## src/poa_pkg.sv

```systemverilog
`timescale 1ns / 1ps
`default_nettype none

package poa_pkg;

    // Field widths
    localparam int COORD_BITS = 24;
    localparam int TOTAL_BITS = 48;

    // Derived widths for the step-length datapath
    localparam int MAG_BITS  = COORD_BITS + 1;
    localparam int RAD_BITS  = 2 * MAG_BITS;
    localparam int ROOT_BITS = MAG_BITS;
    localparam int REM_BITS  = ROOT_BITS + 3;
    localparam int ITER_BITS = $clog2(ROOT_BITS);

    // Queue between front and back
    localparam int QUEUE_DEPTH = 2;

    typedef struct packed {
        logic signed [COORD_BITS-1:0] x_pos;
        logic signed [COORD_BITS-1:0] y_pos;
        logic signed [COORD_BITS-1:0] depth;
    } poa_in_t;

    typedef struct packed {
        logic [TOTAL_BITS-1:0] total_distance;
        logic [TOTAL_BITS-1:0] distance_at_depth;
    } poa_out_t;

    // One classified step, as handed from front to back
    typedef struct packed {
        logic                first;
        logic                deep;
        logic [MAG_BITS-1:0] mag_x;
        logic [MAG_BITS-1:0] mag_y;
    } poa_step_t;

    typedef struct packed {
        logic full;
        logic empty;
    } poa_q_status_t;

endpackage : poa_pkg

`default_nettype wire

```

## src/poa_front.sv

```systemverilog
`timescale 1ns / 1ps
`default_nettype none

module poa_front (
    input  wire logic                                 aclk,
    input  wire logic                                 aresetn,
    input  wire logic                                 s_valid,
    output logic                                      s_ready,
    input  wire poa_pkg::poa_in_t                     s_data,
    input  wire logic                                 cfg_valid,
    output logic                                      cfg_ready,
    input  wire logic signed [poa_pkg::COORD_BITS-1:0] cfg_data,
    input  wire poa_pkg::poa_q_status_t               q_status,
    output logic                                      push,
    output poa_pkg::poa_step_t                        push_data
);
    import poa_pkg::*;

    logic                         first_reg;
    logic signed [COORD_BITS-1:0] last_x_reg;
    logic signed [COORD_BITS-1:0] last_y_reg;
    logic signed [COORD_BITS-1:0] thresh_reg;

    logic signed [MAG_BITS-1:0] diff_x;
    logic signed [MAG_BITS-1:0] diff_y;

    assign s_ready   = !q_status.full;
    assign cfg_ready = 1'b1;
    assign push      = s_valid && s_ready;

    assign diff_x = MAG_BITS'(s_data.x_pos) - MAG_BITS'(last_x_reg);
    assign diff_y = MAG_BITS'(s_data.y_pos) - MAG_BITS'(last_y_reg);

    always_comb begin
        push_data.first = first_reg;
        push_data.deep  = s_data.depth > thresh_reg;
        push_data.mag_x = diff_x[MAG_BITS-1] ? MAG_BITS'(-diff_x) : MAG_BITS'(diff_x);
        push_data.mag_y = diff_y[MAG_BITS-1] ? MAG_BITS'(-diff_y) : MAG_BITS'(diff_y);
    end

    always_ff @(posedge aclk) begin
        if (!aresetn) begin
            first_reg  <= 1'b1;
            last_x_reg <= '0;
            last_y_reg <= '0;
            thresh_reg <= '0;
        end else begin
            if (cfg_valid && cfg_ready) begin
                thresh_reg <= cfg_data;
            end
            // record position for the next item
            if (push) begin
                first_reg  <= 1'b0;
                last_x_reg <= s_data.x_pos;
                last_y_reg <= s_data.y_pos;
            end
        end
    end

endmodule : poa_front

`default_nettype wire

```

## src/poa_queue.sv

```systemverilog
`timescale 1ns / 1ps
`default_nettype none

module poa_queue (
    input  wire logic                   aclk,
    input  wire logic                   aresetn,
    input  wire logic                   push,
    input  wire poa_pkg::poa_step_t     push_data,
    input  wire logic                   pop,
    output poa_pkg::poa_step_t          pop_data,
    output poa_pkg::poa_q_status_t      q_status
);
    import poa_pkg::*;

    localparam int PTR_BITS = (QUEUE_DEPTH > 1) ? $clog2(QUEUE_DEPTH) : 1;
    localparam int CNT_BITS = $clog2(QUEUE_DEPTH + 1);

    poa_step_t           entry_reg [QUEUE_DEPTH];
    logic [PTR_BITS-1:0] wr_ptr_reg;
    logic [PTR_BITS-1:0] rd_ptr_reg;
    logic [CNT_BITS-1:0] count_reg;

    logic do_push;
    logic do_pop;

    assign q_status.full  = count_reg == CNT_BITS'(QUEUE_DEPTH);
    assign q_status.empty = count_reg == '0;
    assign do_push        = push && !q_status.full;
    assign do_pop         = pop && !q_status.empty;
    assign pop_data       = entry_reg[rd_ptr_reg];

    function automatic logic [PTR_BITS-1:0] ptr_inc(input logic [PTR_BITS-1:0] p);
        return (p == PTR_BITS'(QUEUE_DEPTH - 1)) ? '0 : p + 1'b1;
    endfunction

    always_ff @(posedge aclk) begin
        if (do_push) begin
            entry_reg[wr_ptr_reg] <= push_data;
        end
    end

    always_ff @(posedge aclk) begin
        if (!aresetn) begin
            wr_ptr_reg <= '0;
            rd_ptr_reg <= '0;
            count_reg  <= '0;
        end else begin
            if (do_push) begin
                wr_ptr_reg <= ptr_inc(wr_ptr_reg);
            end
            if (do_pop) begin
                rd_ptr_reg <= ptr_inc(rd_ptr_reg);
            end
            if (do_push && !do_pop) begin
                count_reg <= count_reg + 1'b1;
            end else if (do_pop && !do_push) begin
                count_reg <= count_reg - 1'b1;
            end
        end
    end

endmodule : poa_queue

`default_nettype wire

```

## src/poa_back.sv

```systemverilog
`timescale 1ns / 1ps
`default_nettype none

module poa_back (
    input  wire logic                   aclk,
    input  wire logic                   aresetn,
    input  wire poa_pkg::poa_q_status_t q_status,
    input  wire poa_pkg::poa_step_t     pop_data,
    output logic                        pop,
    output logic                        m_valid,
    input  wire logic                   m_ready,
    output poa_pkg::poa_out_t           m_data
);
    import poa_pkg::*;

    typedef enum logic [2:0] {
        ST_IDLE,
        ST_SQ_X,
        ST_SQ_Y,
        ST_ADD,
        ST_ROOT,
        ST_ACC
    } state_t;

    state_t                state_reg;
    poa_step_t             step_reg;
    logic [RAD_BITS-1:0]   prod_reg;
    logic [RAD_BITS-1:0]   rad_reg;
    logic [REM_BITS-1:0]   rem_reg;
    logic [ROOT_BITS-1:0]  root_reg;
    logic [ITER_BITS-1:0]  iter_reg;
    logic [TOTAL_BITS-1:0] sum_reg;
    logic [TOTAL_BITS-1:0] deep_sum_reg;
    logic                  m_valid_reg;
    poa_out_t              m_data_reg;

    logic [MAG_BITS-1:0]   mul_in;
    logic [RAD_BITS-1:0]   mul_out;
    logic [REM_BITS-1:0]   rem_shift;
    logic [REM_BITS-1:0]   trial;
    logic                  root_ge;
    logic [TOTAL_BITS:0]   tot_wide;
    logic [TOTAL_BITS:0]   deep_wide;
    logic [TOTAL_BITS-1:0] sum_next;
    logic [TOTAL_BITS-1:0] deep_sum_next;
    logic                  out_free;

    assign pop      = (state_reg == ST_IDLE) && !q_status.empty;
    assign m_valid  = m_valid_reg;
    assign m_data   = m_data_reg;
    assign out_free = !m_valid_reg || m_ready;

    // one shared squarer
    assign mul_in  = (state_reg == ST_SQ_X) ? step_reg.mag_x : step_reg.mag_y;
    assign mul_out = RAD_BITS'(mul_in) * RAD_BITS'(mul_in);

    // restoring square root, one result bit per cycle
    assign rem_shift = {rem_reg[REM_BITS-3:0], rad_reg[RAD_BITS-1 -: 2]};
    assign trial     = {1'b0, root_reg, 2'b01};
    assign root_ge   = rem_shift >= trial;

    // saturating accumulate
    assign tot_wide      = {1'b0, sum_reg} + (TOTAL_BITS+1)'(root_reg);
    assign deep_wide     = {1'b0, deep_sum_reg} + (TOTAL_BITS+1)'(root_reg);
    assign sum_next      = tot_wide[TOTAL_BITS] ? '1 : tot_wide[TOTAL_BITS-1:0];
    assign deep_sum_next = !step_reg.deep ? deep_sum_reg :
                           deep_wide[TOTAL_BITS] ? '1 : deep_wide[TOTAL_BITS-1:0];

    always_ff @(posedge aclk) begin
        if (!aresetn) begin
            state_reg    <= ST_IDLE;
            sum_reg      <= '0;
            deep_sum_reg <= '0;
            m_valid_reg  <= 1'b0;
        end else begin
            if (m_valid_reg && m_ready) begin
                m_valid_reg <= 1'b0;
            end
            unique case (state_reg)
                ST_IDLE: begin
                    if (pop) begin
                        step_reg <= pop_data;
                        if (pop_data.first) begin
                            root_reg  <= '0;
                            state_reg <= ST_ACC;
                        end else begin
                            state_reg <= ST_SQ_X;
                        end
                    end
                end
                ST_SQ_X: begin
                    prod_reg  <= mul_out;
                    state_reg <= ST_SQ_Y;
                end
                ST_SQ_Y: begin
                    rad_reg   <= prod_reg;
                    prod_reg  <= mul_out;
                    state_reg <= ST_ADD;
                end
                ST_ADD: begin
                    rad_reg   <= rad_reg + prod_reg;
                    rem_reg   <= '0;
                    root_reg  <= '0;
                    iter_reg  <= ITER_BITS'(ROOT_BITS - 1);
                    state_reg <= ST_ROOT;
                end
                ST_ROOT: begin
                    rem_reg  <= root_ge ? rem_shift - trial : rem_shift;
                    root_reg <= {root_reg[ROOT_BITS-2:0], root_ge};
                    rad_reg  <= {rad_reg[RAD_BITS-3:0], 2'b00};
                    iter_reg <= iter_reg - 1'b1;
                    if (iter_reg == '0) begin
                        state_reg <= ST_ACC;
                    end
                end
                ST_ACC: begin
                    // hold until the output register is free
                    if (out_free) begin
                        sum_reg                      <= sum_next;
                        deep_sum_reg                 <= deep_sum_next;
                        m_data_reg.total_distance    <= sum_next;
                        m_data_reg.distance_at_depth <= deep_sum_next;
                        m_valid_reg                  <= 1'b1;
                        state_reg                    <= ST_IDLE;
                    end
                end
                default: begin
                    state_reg <= ST_IDLE;
                end
            endcase
        end
    end

endmodule : poa_back

`default_nettype wire

```

## src/path_odometry_accumulator_core.sv

```systemverilog
// Path odometer core. Each input item carries the current position (x_pos, y_pos)
// and depth in signed Q16.8 metres; each accepted item yields exactly one result
// item with the running path length (total_distance) and the part of it travelled
// deeper than the configured threshold (distance_at_depth), both unsigned Q40.8
// and saturating at all ones. The first item after reset only records the
// position and reports the current totals. Later items add floor(sqrt(dx^2+dy^2))
// of the step from the previous position; the at-depth total also gets it when
// depth is strictly greater than the threshold (signed). The threshold is written
// through the cfg_ channel (always ready) and never clears the totals; write it
// only while the block is idle. Timing: the front takes an item in the cycle it is
// offered while the two-entry queue has room, so short bursts are absorbed. The
// back drains the queue one item at a time: pop, squaring dx then dy on the one
// shared 25x25 multiplier, one add, the bit-serial square root, one accumulate;
// the first item after reset goes from pop straight to the accumulate. That
// 25-step root loop sets the sustained rate. Results sit in an output register,
// so the back keeps working on the next item while a result waits for m_ready.
`timescale 1ns / 1ps
`default_nettype none

module path_odometry_accumulator_core (
    input  wire logic                                  aclk,
    input  wire logic                                  aresetn,
    // position items
    input  wire logic                                  s_valid,
    output logic                                       s_ready,
    input  wire poa_pkg::poa_in_t                      s_data,
    // totals
    output logic                                       m_valid,
    input  wire logic                                  m_ready,
    output poa_pkg::poa_out_t                          m_data,
    // depth threshold write
    input  wire logic                                  cfg_valid,
    output logic                                       cfg_ready,
    input  wire logic signed [poa_pkg::COORD_BITS-1:0] cfg_data
);
    import poa_pkg::*;

    poa_q_status_t q_status;
    poa_step_t     push_data;
    poa_step_t     pop_data;
    logic          push;
    logic          pop;

    // Front: take items, difference against the last position, classify depth
    poa_front u_front (
        .aclk      (aclk),
        .aresetn   (aresetn),
        .s_valid   (s_valid),
        .s_ready   (s_ready),
        .s_data    (s_data),
        .cfg_valid (cfg_valid),
        .cfg_ready (cfg_ready),
        .cfg_data  (cfg_data),
        .q_status  (q_status),
        .push      (push),
        .push_data (push_data)
    );

    // Queue: decouple intake from the long square-root work
    poa_queue u_queue (
        .aclk      (aclk),
        .aresetn   (aresetn),
        .push      (push),
        .push_data (push_data),
        .pop       (pop),
        .pop_data  (pop_data),
        .q_status  (q_status)
    );

    // Back: square, root, accumulate, present the totals
    poa_back u_back (
        .aclk      (aclk),
        .aresetn   (aresetn),
        .q_status  (q_status),
        .pop_data  (pop_data),
        .pop       (pop),
        .m_valid   (m_valid),
        .m_ready   (m_ready),
        .m_data    (m_data)
    );

endmodule : path_odometry_accumulator_core

`default_nettype wire

```

## config.mk

```make
export PLATFORM = sky130hd
export DESIGN_NAME = path_odometry_accumulator_core
export DESIGN_NICKNAME = d
export VERILOG_FILES = /design/src/poa_pkg.sv /design/src/poa_front.sv /design/src/poa_queue.sv /design/src/poa_back.sv /design/src/path_odometry_accumulator_core.sv
export SDC_FILE = /design/constraint.sdc
export NUM_CORES = 2
export LEC_CHECK = 0
export BUFFER_PORTS_ARGS = -buffer_cell sky130_fd_sc_hd__buf_4
export CAP_MARGIN = 20
export CORE_ASPECT_RATIO = 1.2
export CORE_UTILIZATION = 45
export DETAILED_ROUTE_END_ITERATION = 16
export HOLD_SLACK_MARGIN = 0.02
export PLACE_DENSITY = 0.65
export REMOVE_ABC_BUFFERS = 1
export SLEW_MARGIN = 15
export SYNTH_ARGS = -nofsm -noshare
export SYNTH_HDL_FRONTEND = slang
export SYNTH_HIERARCHICAL = 1
export SYNTH_SLANG_ARGS = --single-unit
```

## constraint.sdc

```tcl
create_clock -name aclk -period 9.5 [get_ports aclk]
set_clock_uncertainty 0.2 [all_clocks]
set_input_delay 0 -clock aclk [delete_from_list [all_inputs] [get_ports aclk]]
set_output_delay 0 -clock aclk [all_outputs]
set_load 0.01 [all_outputs]
```

* Yosys cells after proc, flatten, opt, wreduce, memory -nomap -nowiden
Memories as Yosys holds them, arrays and structs flattened. A register that Yosys moved wholly into a read port is not among the register bits.
Index checks and enable logic that the tools add are counted.
** Storage, ports and cells
- Register bits after elaboration :: 480
- Memory bits (writable) :: 104
- Logic and storage cells :: 106
- Memories kept :: 1
** Memories
- u_queue.entry_reg :: depth 2, bits a word 52, read ports 1, clocked after memory_dff 1, wr ports 1, line poa_queue.sv:18 : poa_step_t entry_reg [QUEUE_DEPTH];
** Cells by class
- $add $sub $neg :: 13
- Multiply operators :: 1
- Magnitude comparators :: 2
- Equal/unequal tests :: 10
- Multiplexer cells :: 29
- Reductions and logical operators :: 29
** Operator list (count)
- $pmux W50 S3 :: 1
- $mux W48 :: 3
- $mux W25 :: 5
- $add A48 B25 Y49 :: 2
- $pmux W25 S3 :: 1
- $pmux W26 S2 :: 1
- $add A50 B50 Y50 :: 1
- $mul A25 B25 Y50 :: 1
- $neg A25 Y25 :: 2
- $sub A24 B24 Y25 :: 2
- $ge A28 B27 Y1 :: 1
- $mux W26 :: 1
- $sub A26 B26 Y26 :: 1
- $gt A24 B24 Y1 :: 1
- $pmux W3 S6 :: 1
- $mux W3 :: 4
- $pmux W5 S2 :: 1
- $mux W1 :: 9
- $reduce_and A3 Y1 :: 3
- $reduce_and A2 Y1 :: 4
- $logic_and A1 B1 Y1 :: 7
- $eq A3 B2 Y1 const B :: 2
- $eq A3 B3 Y1 const B :: 2
- $ne A2 B1 Y1 const B :: 3
- other kinds (17) :: 25

* Depth between registers and ports, before layout
- Depth after elaboration :: 8
- Mapped depth :: 33
- Depth with buffers taken out :: 30

* By module
Netlist, hierarchy kept.
** By module, submodules not included
- poa_back :: instances 1, cells each 4176, area an instance 40099.7 um^2, sequential area each 11070.6 um^2
- poa_front :: instances 1, cells each 959, area an instance 7255.7 um^2, sequential area each 1461.4 um^2
- poa_queue :: instances 1, cells each 187, area an instance 3985.1 um^2, sequential area each 3223.1 um^2

* Worst setup path after synthesis
No wires, ideal clock.
- Path kind :: register to register
- Start point :: register u_back.state_reg[0]
- End point :: register u_back.prod_reg[42] (data pin)
- Setup time :: 265 ps
- Data arrival time :: 8227 ps
- Setup slack :: 808 ps
- Stages on the path, launching flop included :: 31
- Path buffers :: 3
- Cells stage by stage :: dfxtp_1 nor3b_1 clkbuf_1 mux2i_1 clkinv_1 clkbuf_1 nand2_1 inv_1 fa_1 fa_1 inv_1 fa_1 fa_1 inv_1 fa_1 fa_1 inv_1 fa_1 inv_1 ha_1 clkbuf_1 nand2_1 nor2_1 and3_1 nand4_1 o21ai_0 a41oi_1 o21ai_0 a31oi_1 o21ai_0 xor2_1
** On the way
- Cells in the longest elaborated chain, start to end :: 3
** RTL lines
- from (decl) :: line poa_back.sv:25 : state_t state_reg;
- from (signal assigned) :: line poa_back.sv:71 : state_reg <= ST_IDLE;
- from (signal assigned) :: line poa_back.sv:85 : state_reg <= ST_ACC;
- from (signal assigned) :: line poa_back.sv:87 : state_reg <= ST_SQ_X;
- $eq A3 B1 Y1 :: line poa_back.sv:54 : assign mul_in = (state_reg == ST_SQ_X) ? step_reg.mag_x : step_reg.mag_y;
- $mux W25 :: line poa_back.sv:54
- $mul A25 B25 Y50 :: line poa_back.sv:55 : assign mul_out = RAD_BITS'(mul_in) * RAD_BITS'(mul_in);
- via u_back.mul_out[42] :: line poa_back.sv:38 : logic [RAD_BITS-1:0] mul_out;
- to (signal assigned) :: line poa_back.sv:92 : prod_reg <= mul_out;
- to (signal assigned) :: line poa_back.sv:97 : prod_reg <= mul_out;
- to (decl) :: line poa_back.sv:27 : logic [RAD_BITS-1:0] prod_reg;
The timed path passes the listed nets, and every way through them passes these cells.
A chain may end at the register's enable or synchronous reset.

* Worst setup path in the final report
Same ends and word-level chain as after synthesis.

==> results.md <==
* Outcome: complete, no violations
* Synthesis Warnings at 6
* Sum of negative setup slack at 0 ns
* Met2 GRT Util at between 40% and 50%
* Wire length of the first global-routing pass at 221000 um
* Ys flop type: edfxtp_1
* Post-synth top area share at 23.7%
* Fillers at between 10000 and 15000
* Post-synth EDFFs at just over 400
* Max Fclk at between 100 and 150 MHz
* Antenna violations before repair at 2
* I/O Pins at 200
* Drt drc at 0
* Total gr overflow at 0
* Drt pass-1 iters at 6
* CTS Buf Count at 67
* DR WL/cell at about 20 um
* Core ar. at between 100000 and 150000 um2
* Root Buffer: clkbuf_16
* Max Cap Violations at 0
* Synth cell count leaders: inv_1 (812), nand2_1 (513), fa_1 (476)
* Syn Std Cell Area at 51300 um2
* Max FFs per register at about 100
* RSZ-0062 raised after global routing: no
* Ys async rst share at 0%
* Row count at 135
* GRT met1 Usage at approximately 30%
* #FFs+latches synth at 584
* Vias in the first global route at 40467
* WHS Path Cells at 4
* Reg area at between 15000 and 20000 um2
* Final Cycle Share at slightly below 100%
* Die W at around 310 um
* Tot GR Track Use at around a quarter
* Final WL at between 100000 and 150000 um
* Crit Path Max Fanout at 30
* Largest stage delay, worst path at approximately 0.6 ns
* CTS tree: built
* Share of cells above drive strength 1 at between 9 and 10%
* HP Class: in2reg
* Die ar. at between 100000 and 150000 um2
* Final Cell Area at a little under 60000 um2
* Syn Area/Cell at around 9.6 um2
* Reg2reg path depth at 30
* Max-slew violation count at 0
* Crit Path Class: reg2reg
* Count leader, synth: inv_1
* Area grow syn2layout at 15.3%
* Synth area leaders: edfxtp_1 (24%), fa_1 (19%), ha_1 (9.3%)
* Initial Utilization at 45.4%
* Final min period at 9.13 ns
* DRT iter0 DRCs at 2586
* H-tree depth at 3
* Crit path launch type: register
* Placed cell area at approximately 54000 um2
* Hpwl dp at roughly 110000 um
* Largest net degree at the start of global routing at roughly 70
* DR vias at ~40000
* CP arrival at approximately 9.3 ns
* Sequential area share after synthesis at a little over 30%
* CTS Sinks at approximately 580
* Latest clock arrival within the worst-skew pair at between 0.6 and 0.7 ns
* Final setup fails at 0
* Synthesized netlist cell count at ~5300
* Vias per cell at between 5 and 6
* Synth area leader: edfxtp_1
* Worst setup EP type: register
* CP max stage cell: o21ai_0
* Final GP Congestion at around 0.95
* I/O Buffers at between 150 and 200
* Met3 global-route usage at under 10%
* Gr busiest metal: met2
* Post-route ant nets at 0
* Die height at approximately 370 um
* CTS max path bufs at 3
* Fin nets at about 6700
* Multi-input gate area at around 32000 um2
* Clock-pin slew on the worst setup and hold paths at ~0.060 ns
* Setup Buffers After CTS at 0
* CP required at just under 10 ns
* Slew HR at between 20% and 30%
* Final Hold Viols at 0
* Worst Tran Pin Value at roughly 1.1 ns
* Count of different cell masters after synthesis at around 110
layer usage:
metal / share of wire [%] / up-vias / wire (um)
met5: 0 / - / 0
met4: 4.6 / 0 / 6430
met3: 4.9 / 290 / 6970
met2: 50 / 1162 / 70600
met1: 41 / 19483 / 57200
li1: - / 18801 / -
path summary, 6_finish.rpt:
kind	to	from	slack, ns
worst max-delay path	u_back/prod_reg[42]$_DFFE_PP_	u_back/state_reg[0]$_SDFFE_PN0P_	0.37
worst min-delay path	u_back/m_valid$_SDFF_PN0_	m_ready	0.08
worst max register to register	u_back/prod_reg[42]$_DFFE_PP_	u_back/state_reg[0]$_SDFFE_PN0P_	0.37
worst min register to register	u_back/sum_reg[37]$_SDFFE_PN0P_	u_back/sum_reg[37]$_SDFFE_PN0P_	0.27
repair_timing:
| action | in CTS | in global routing |
|---|---|---|
| endpoints found under the setup margin | 0 | 4 |
| hold buffers | 247 | 0 |
| hold endpoints to repair | 233 | 0 |
| gates resized for setup | 0 | 2 |
cell type report:
type | instances | area share [%]
Tap cell | 1507 | 3.18
Clock inverter | 42 | 0.759
Clock buffer | 82 | 3.08
Multi-Input combinational cell | 3712 | 53.6
Antenna cell | 3 | 0.0127
Sequential cell | 584 | 26.6
Timing Repair Buffer | 516 | 7.58
Inverter | 818 | 5.19
per-stage QoR:
| stage | util (%) | setup WS (ns) | hold slack, ns | instances |
|---|---|---|---|---|
| 5_1_grt | 52.4 | 0.0176 | 0.0868 | 7261 |
| 3_3_place_gp | 48.2 | 0.389 | 0.0559 | 6889 |
| 2_1_floorplan | - | -1.71 | -0.138 | 5114 |
| 4_1_cts | 52.4 | 0.245 | 0.0425 | 7261 |
| 6_report | 52.4 | 0.369 | 0.0795 | 7264 |
| 3_5_place_dp | 48.2 | 0.300 | 0.0655 | 6890 |
worst max-delay path, delay by kind of cell (launching register included):
family / cells / cell delay [ns]
AO/OA/AOI/OAI: 5 / 1.76
XOR/XNOR: 1 / 0.11
adder cells (fa/ha/maj): 8 / 3.80
buffers and inverters: 9 / 1.32
flip-flops: 1 / 0.34
multiplexers: 1 / 0.40
AND/OR/NAND/NOR: 6 / 0.90
logic make-up (layout without fill, tap and decap cells):
logic type	count (synthesis)	after routing	synth area share, %
AND/OR/NAND/NOR	1387	1387	12.4
AO/OA/AOI/OAI	1078	1078	14.3
buffers and inverters	1026	1458	7.69
adder cells (fa/ha/maj)	857	857	27.8
flip-flops	584	584	30.7
XOR/XNOR	267	267	4.55
multiplexers	122	122	2.55
other	1	4	0.00730
cells in the final DEF (no fill, tap or decap), types with 69 or more instances in the layout:
master,count
dlygate4sd3_1,247
o21ai_0,190
a21oi_1,255
inv_1,810
edfxtp_1,406
xnor2_1,183
clkbuf_16,69
mux2_2,71
a21o_1,123
ha_1,381
nand2_1,512
nor2_1,397
dfxtp_1,177
nor3_1,81
buf_4,268
fa_1,476
xor2_1,84
Power is not shown: default switching activity piles up to over one toggle a cycle in this logic, so the estimate is an artifact.
